### src/hw/rtl/bffa_pkg.sv
// ----------------------------------------------------------------------------
// bffa_pkg
// Shared types, constants and helpers of the bitmap first-fit block allocator.
// ----------------------------------------------------------------------------
package bffa_pkg;

   // sizing (WORD_BITS is a power of two)
   localparam int CAPACITY    = 65536;
   localparam int WORD_BITS   = 64;
   localparam int INDEX_LIMIT = 65536;
   localparam int EFF_LIMIT   = (CAPACITY < INDEX_LIMIT) ? CAPACITY : INDEX_LIMIT;
   localparam int WORD_SHIFT  = $clog2(WORD_BITS);
   localparam int MAP_WORDS   = (EFF_LIMIT + WORD_BITS - 1) / WORD_BITS;
   localparam int WADDR_W     = (MAP_WORDS > 1) ? $clog2(MAP_WORDS) : 1;
   localparam int BIT_W       = WORD_SHIFT;
   localparam int IDX_W       = 16;
   localparam int CNT_W       = 17;
   localparam int CSR_IDX_W   = 1;

   // operations
   localparam logic [1:0] OP_ALLOC = 2'd0;
   localparam logic [1:0] OP_FREE  = 2'd1;
   localparam logic [1:0] OP_TEST  = 2'd2;

   // result status
   localparam logic [1:0] ST_OK           = 2'd0;
   localparam logic [1:0] ST_FULL         = 2'd1;
   localparam logic [1:0] ST_RANGE        = 2'd2;
   localparam logic [1:0] ST_ALREADY_FREE = 2'd3;

   // register indexes
   localparam logic [CSR_IDX_W-1:0] CSR_TOTAL_ENTRIES = 1'd0;
   localparam logic [CSR_IDX_W-1:0] CSR_FIRST_INDEX   = 1'd1;

   // register reset values
   localparam logic [CNT_W-1:0] TOTAL_RESET = 17'd65536;
   localparam logic             FIRST_RESET = 1'b0;

   typedef struct packed {
      logic [1:0]       opcode;
      logic [IDX_W-1:0] block_index;
   } req_type;

   typedef struct packed {
      logic [1:0]       status;
      logic [IDX_W-1:0] granted_index;
      logic             bit_value;
      logic [CNT_W-1:0] free_count;
   } rsp_type;

   typedef enum logic [1:0] {
      RD_NONE   = 2'd0,
      RD_FIRST  = 2'd1,
      RD_NEXT   = 2'd2,
      RD_LOOKUP = 2'd3
   } rd_sel_type;

   typedef enum logic [1:0] {
      FIN_NONE   = 2'd0,
      FIN_EARLY  = 2'd1,
      FIN_SCAN   = 2'd2,
      FIN_LOOKUP = 2'd3
   } fin_type;

   typedef struct packed {
      logic       clr_wr;
      logic       accept;
      rd_sel_type rd_sel;
      fin_type    fin;
   } ctrl_cmd_type;

   typedef struct packed {
      logic clr_last;
      logic early_exit;
      logic is_alloc;
      logic scan_done;
   } dp_status_type;

   // total limited to what the store and the index width can hold
   function automatic logic [CNT_W-1:0] eff_total_f(input logic [CNT_W-1:0] t);
      logic [CNT_W-1:0] lim;
      lim = CNT_W'(EFF_LIMIT);
      return (t > lim) ? lim : t;
   endfunction

   // free blocks after a register write
   function automatic logic [CNT_W-1:0] reload_f(input logic [CNT_W-1:0] t,
                                                 input logic first);
      logic [CNT_W-1:0] e;
      logic [CNT_W-1:0] f;
      e = eff_total_f(t);
      f = {{(CNT_W-1){1'b0}}, first};
      return (e > f) ? e - f : '0;
   endfunction

endpackage

### src/hw/rtl/bffa_ctrl.sv
// ----------------------------------------------------------------------------
// bffa_ctrl
// Sequencer: clearing pass, command decode, word scan and result strobe.
// ----------------------------------------------------------------------------
module bffa_ctrl (
   input  logic                   clock,
   input  logic                   reset,
   input  logic                   start,
   output logic                   busy,
   output logic                   rsp_valid,
   input  bffa_pkg::dp_status_type st,
   output bffa_pkg::ctrl_cmd_type  cmd
);

   typedef enum logic [4:0] {
      S_CLEAR  = 5'b00001,
      S_IDLE   = 5'b00010,
      S_CHECK  = 5'b00100,
      S_SCAN   = 5'b01000,
      S_MODIFY = 5'b10000
   } state_type;

   state_type state_ff, state_in;
   logic      rsp_valid_ff, rsp_valid_in;

   always_comb begin
      state_in   = state_ff;
      cmd.clr_wr = 1'b0;
      cmd.accept = 1'b0;
      cmd.rd_sel = bffa_pkg::RD_NONE;
      cmd.fin    = bffa_pkg::FIN_NONE;
      case (state_ff)
         S_CLEAR: begin
            cmd.clr_wr = 1'b1;
            if (st.clr_last) begin
               state_in = S_IDLE;
            end
         end
         S_IDLE: begin
            if (start) begin
               cmd.accept = 1'b1;
               state_in   = S_CHECK;
            end
         end
         S_CHECK: begin
            if (st.early_exit) begin
               cmd.fin  = bffa_pkg::FIN_EARLY;
               state_in = S_IDLE;
            end else if (st.is_alloc) begin
               cmd.rd_sel = bffa_pkg::RD_FIRST;
               state_in   = S_SCAN;
            end else begin
               cmd.rd_sel = bffa_pkg::RD_LOOKUP;
               state_in   = S_MODIFY;
            end
         end
         S_SCAN: begin
            if (st.scan_done) begin
               cmd.fin  = bffa_pkg::FIN_SCAN;
               state_in = S_IDLE;
            end else begin
               cmd.rd_sel = bffa_pkg::RD_NEXT;
            end
         end
         S_MODIFY: begin
            cmd.fin  = bffa_pkg::FIN_LOOKUP;
            state_in = S_IDLE;
         end
         default: begin
            state_in = S_CLEAR;
         end
      endcase
   end

   assign rsp_valid_in = (cmd.fin != bffa_pkg::FIN_NONE);

   always_ff @(posedge clock) begin
      if (reset) begin
         state_ff     <= S_CLEAR;
         rsp_valid_ff <= 1'b0;
      end else begin
         state_ff     <= state_in;
         rsp_valid_ff <= rsp_valid_in;
      end
   end

   assign busy      = (state_ff != S_IDLE);
   assign rsp_valid = rsp_valid_ff;

endmodule

### config.mk
export PLATFORM = sky130hd
export DESIGN_NAME = bffa_ctrl
export DESIGN_NICKNAME = d
export VERILOG_FILES = /design/src/hw/rtl/bffa_pkg.sv /design/src/hw/rtl/bffa_ctrl.sv
export SDC_FILE = /design/constraint.sdc
export NUM_CORES = 1
export LEC_CHECK = 0
export ABC_CLOCK_PERIOD_IN_PS = 4700
export BUFFER_PORTS_ARGS = -buffer_cell sky130_fd_sc_hd__buf_4
export CAP_MARGIN = 30
export CORE_AREA = 10 10 47 49
export CTS_CLUSTER_SIZE = 28
export DETAILED_ROUTE_END_ITERATION = 16
export DIE_AREA = 0 0 57 59
export GPL_TIMING_DRIVEN = 0
export SKIP_LAST_GASP = 1
export SLEW_MARGIN = 20
export SYNTH_ARGS = -nofsm -noshare
export SYNTH_HDL_FRONTEND = slang
export SYNTH_SLANG_ARGS = --single-unit
### constraint.sdc
create_clock -name clock -period 4.7 [get_ports clock]
set_input_delay 1.41 -clock clock [delete_from_list [all_inputs] [get_ports clock]]
set_output_delay 1.41 -clock clock [all_outputs]
set_load 0.02 [all_outputs]
==> flow_metrics.env <==
export IMPL_critical_path_arrival_ns=2.14
export IMPL_required_ns=3.29
export IMPL_synthSimpleGateAreaFrac=0.354
export IMPL_ctsHoldBuffers=0
export IMPL_setup_viol=0
export IMPL_p_switching_mw=0.0313
export IMPL_initial_core_util=0.280
export IMPL_cp_end_kind="output port"
export IMPL_drt_pass1_iterations=2
export IMPL_power_share_clock=0.370
export IMPL_cp_common_cell="buf_4"
export IMPL_cts_tree="yes"
export IMPL_dp_cells=77
export IMPL_ant_nets=0
export IMPL_yosys_warnings=0
export IMPL_clk_latency_ns=0.24
export IMPL_ys_ff_latch=6
export IMPL_synth_seq_area_share=0.306
export IMPL_p_leak_nw=0.218
export IMPL_drv_cap=0
export IMPL_ctsLongestPathBuffers=2
export IMPL_hold_path_depth=2
export IMPL_cts_clk_slew_worst_paths_ns=0.04
export IMPL_layout_commonest_cell="buf_4"
export IMPL_final_core_utilization=0.386
export IMPL_synth_fa_ha_area_frac=0
export IMPL_ff_latch_area_sq_um=120
export IMPL_crit_buf_inv=2
export IMPL_rsz0062_at_grt="false"
export IMPL_relSlewSlack=0.668
export IMPL_hold_ws_ns=0.624
export IMPL_slowest_stage="nor3_1"
export IMPL_netlist_instances=47
export IMPL_fillCellCount=153
export IMPL_internal_power_mw=0.0938
export IMPL_async_flop_share=0
export IMPL_cts_sinks=6
export IMPL_yosysTopAreaCell="dfxtp_1"
export IMPL_fmax_mhz=282
export IMPL_fin_crit_sh=0.754
export IMPL_p_total_mw=0.125
export IMPL_synth_area_sq_um=393
export IMPL_grt_util_all_layers=0.0579
export IMPL_r2r_cells=5
export IMPL_critPathTopFamily="simple AND/OR/NAND/NOR gates"
export IMPL_ctsHtreeMaxLevel=1
export IMPL_port_buffer_count=14
export IMPL_die_width_um=57
export IMPL_critPathLaunchType="primary input"
export IMPL_ir_drop_mv=0.166
export IMPL_initialDrtViolationCount=11
export IMPL_overflow=0
export IMPL_antenna_found_initial=0
export IMPL_synth_compound_area_frac=0.156
export IMPL_root_buffer="clkbuf_4"
export IMPL_slew_violations=0
export IMPL_syn_nets=54
export IMPL_synth_mux_area_fraction=0.0541
export IMPL_combPwrFrac=0.192
export IMPL_io_pins=15
export IMPL_period_minus_slack_ns=3.55
export IMPL_grt_pass1_wl_mm=1.56
export IMPL_cts_buffers=3
export IMPL_rows=14
export IMPL_switching_share=0.250
export IMPL_p_seq_frac=0.437
export IMPL_synth_xor_area_share=0.0223
export IMPL_grt_pass1_vias=361
export IMPL_via_per_inst=4.75
export IMPL_path_max_fanout=2
export IMPL_vias=380
export IMPL_tightest_slew_ns=0.494
export IMPL_status="complete, no violations"
export IMPL_drc=0
export IMPL_final_cells=80
export IMPL_postSynthAreaPerCell_sq_um=8.36
export IMPL_crit_type="primary input to output port"
export IMPL_crit_cells=5
export IMPL_worstPathCellList="buf_4 > nor3_1 > nand3_1 > o21ai_0 > buf_4"
export IMPL_dieArea_sq_um=3360
export IMPL_detailed_place_hpwl_um=774
export IMPL_wirelength_um=968
export IMPL_diodes=0
export IMPL_wl_per_cell_um=12.1
export IMPL_layout_common_cells="14 x buf_4, 6 x dfxtp_1, 4 x nor2_1"
export IMPL_synth_top_area_share=0.306
export IMPL_gp_congestion=0.751
export IMPL_die_h_um=59
export IMPL_nets=73
export IMPL_cts_setup_buffers=0
export IMPL_multi_input_area_sq_um=230
export IMPL_powerDensity_nw_per_um2=231
export IMPL_fin_skew_ns=0.00146
export IMPL_grt_max_degree=10
export IMPL_synth_edf_count=0
export IMPL_finalSetupTns_ns=0
export IMPL_ys_flop_type="dfxtp_1"
export IMPL_areaGrowthSynthToFinish_pct=37.6
export IMPL_drive_above_1_share=0.406
export IMPL_synth_top_family_by_area="simple AND/OR/NAND/NOR gates"
export IMPL_hold_path_class="flip-flop to flip-flop"
export IMPL_cts_repair_resized=0
export IMPL_synth_cell_types=30
export IMPL_cp_slowest_stage_delay_ns=0.22
export IMPL_hold_violations=0
export IMPL_coreArea_sq_um=1400
export IMPL_netlist_top_cells_area="dfxtp_1 31%, buf_6 5.7%, nor3_4 4.1%"
==> per-layer routing <==
layer	up-vias	wire, um	GRT usage	part of all wire
li1	202	-	-	-
met1	167	445	0.0629	0.46
met2	11	466	0.0899	0.48
met3	0	56	0.0365	0.058
met4	0	0	0.0201	0
met5	-	0	0	0
==> cells by family (layout without fill, tap and decap cells) <==
logic type,after synthesis,in the layout
mux,2,2
flops,6,6
xor+xnor,1,1
buf+inv,7,24
compound gates,9,9
simple gates,22,22
==> sequential cells by signal, indices dropped and copies added, names as in the netlist <==
| register | flops |
|---|---|
| rsp_valid | 1 |
| state_ff | 5 |
==> synthesized netlist by cell type, types with 2 or more instances <==
cell      number
nand3b_1       2
nand2_1        2
nor3_1         2
nor2_1         4
dfxtp_1        6
or3_1          2
o21ai_0        2
buf_6          2
inv_1          3
nor4_1         2
==> through the flow <==
stage          worst slack (ns)  instance area (sq um)
3_3_place_gp               1.15                    518
6_report                   1.15                    541
3_5_place_dp               1.17                    518
5_1_grt                    1.04                    541
2_1_floorplan              1.04                    393
4_1_cts                    1.17                    541
==> area by class of cell <==
cell class | instances | area share
tap | 16 | 0.0370
clock buffer | 3 | 0.0417
buffer | 3 | 0.0509
multi-input combinational | 34 | 0.426
sequential | 6 | 0.222
inverter | 4 | 0.0278
timing repair buffer | 14 | 0.194
==> worst register-to-register path, cell delays in order (launching register included) <==
cell and delay, ns:
dfxtp_1 0.30, buf_6 0.13, or3_1 0.42, o22ai_1 0.19, a211oi_1 0.08, or2_2 0.29
==> power by group through the flow <==
stage	sequential [mW]	clock, mW	combinational, mW
after CTS	0.0547	0.0490	0.0242
after global placement	0.0555	0	0.0239
after floorplan	0.0550	0	0.0147
after global routing	0.0550	0.0533	0.0264
final	0.0547	0.0463	0.0241
after detailed placement	0.0557	0	0.0241
==> path summary, 6_finish.rpt <==
| path | startpoint | endpoint | slack (ns) |
|---|---|---|---|
| max | st[0] | cmd[3] | 1.15 |
| max reg2reg | state_ff[0]$_SDFFE_PP1P_ | state_ff[0]$_SDFFE_PP1P_ | 3.18 |
| min reg2reg | state_ff[2]$_SDFFE_PP0P_ | state_ff[4]$_SDFFE_PP0P_ | 0.62 |
| min | state_ff[2]$_SDFFE_PP0P_ | state_ff[4]$_SDFFE_PP0P_ | 0.62 |
(Power assumes the default switching activity.)
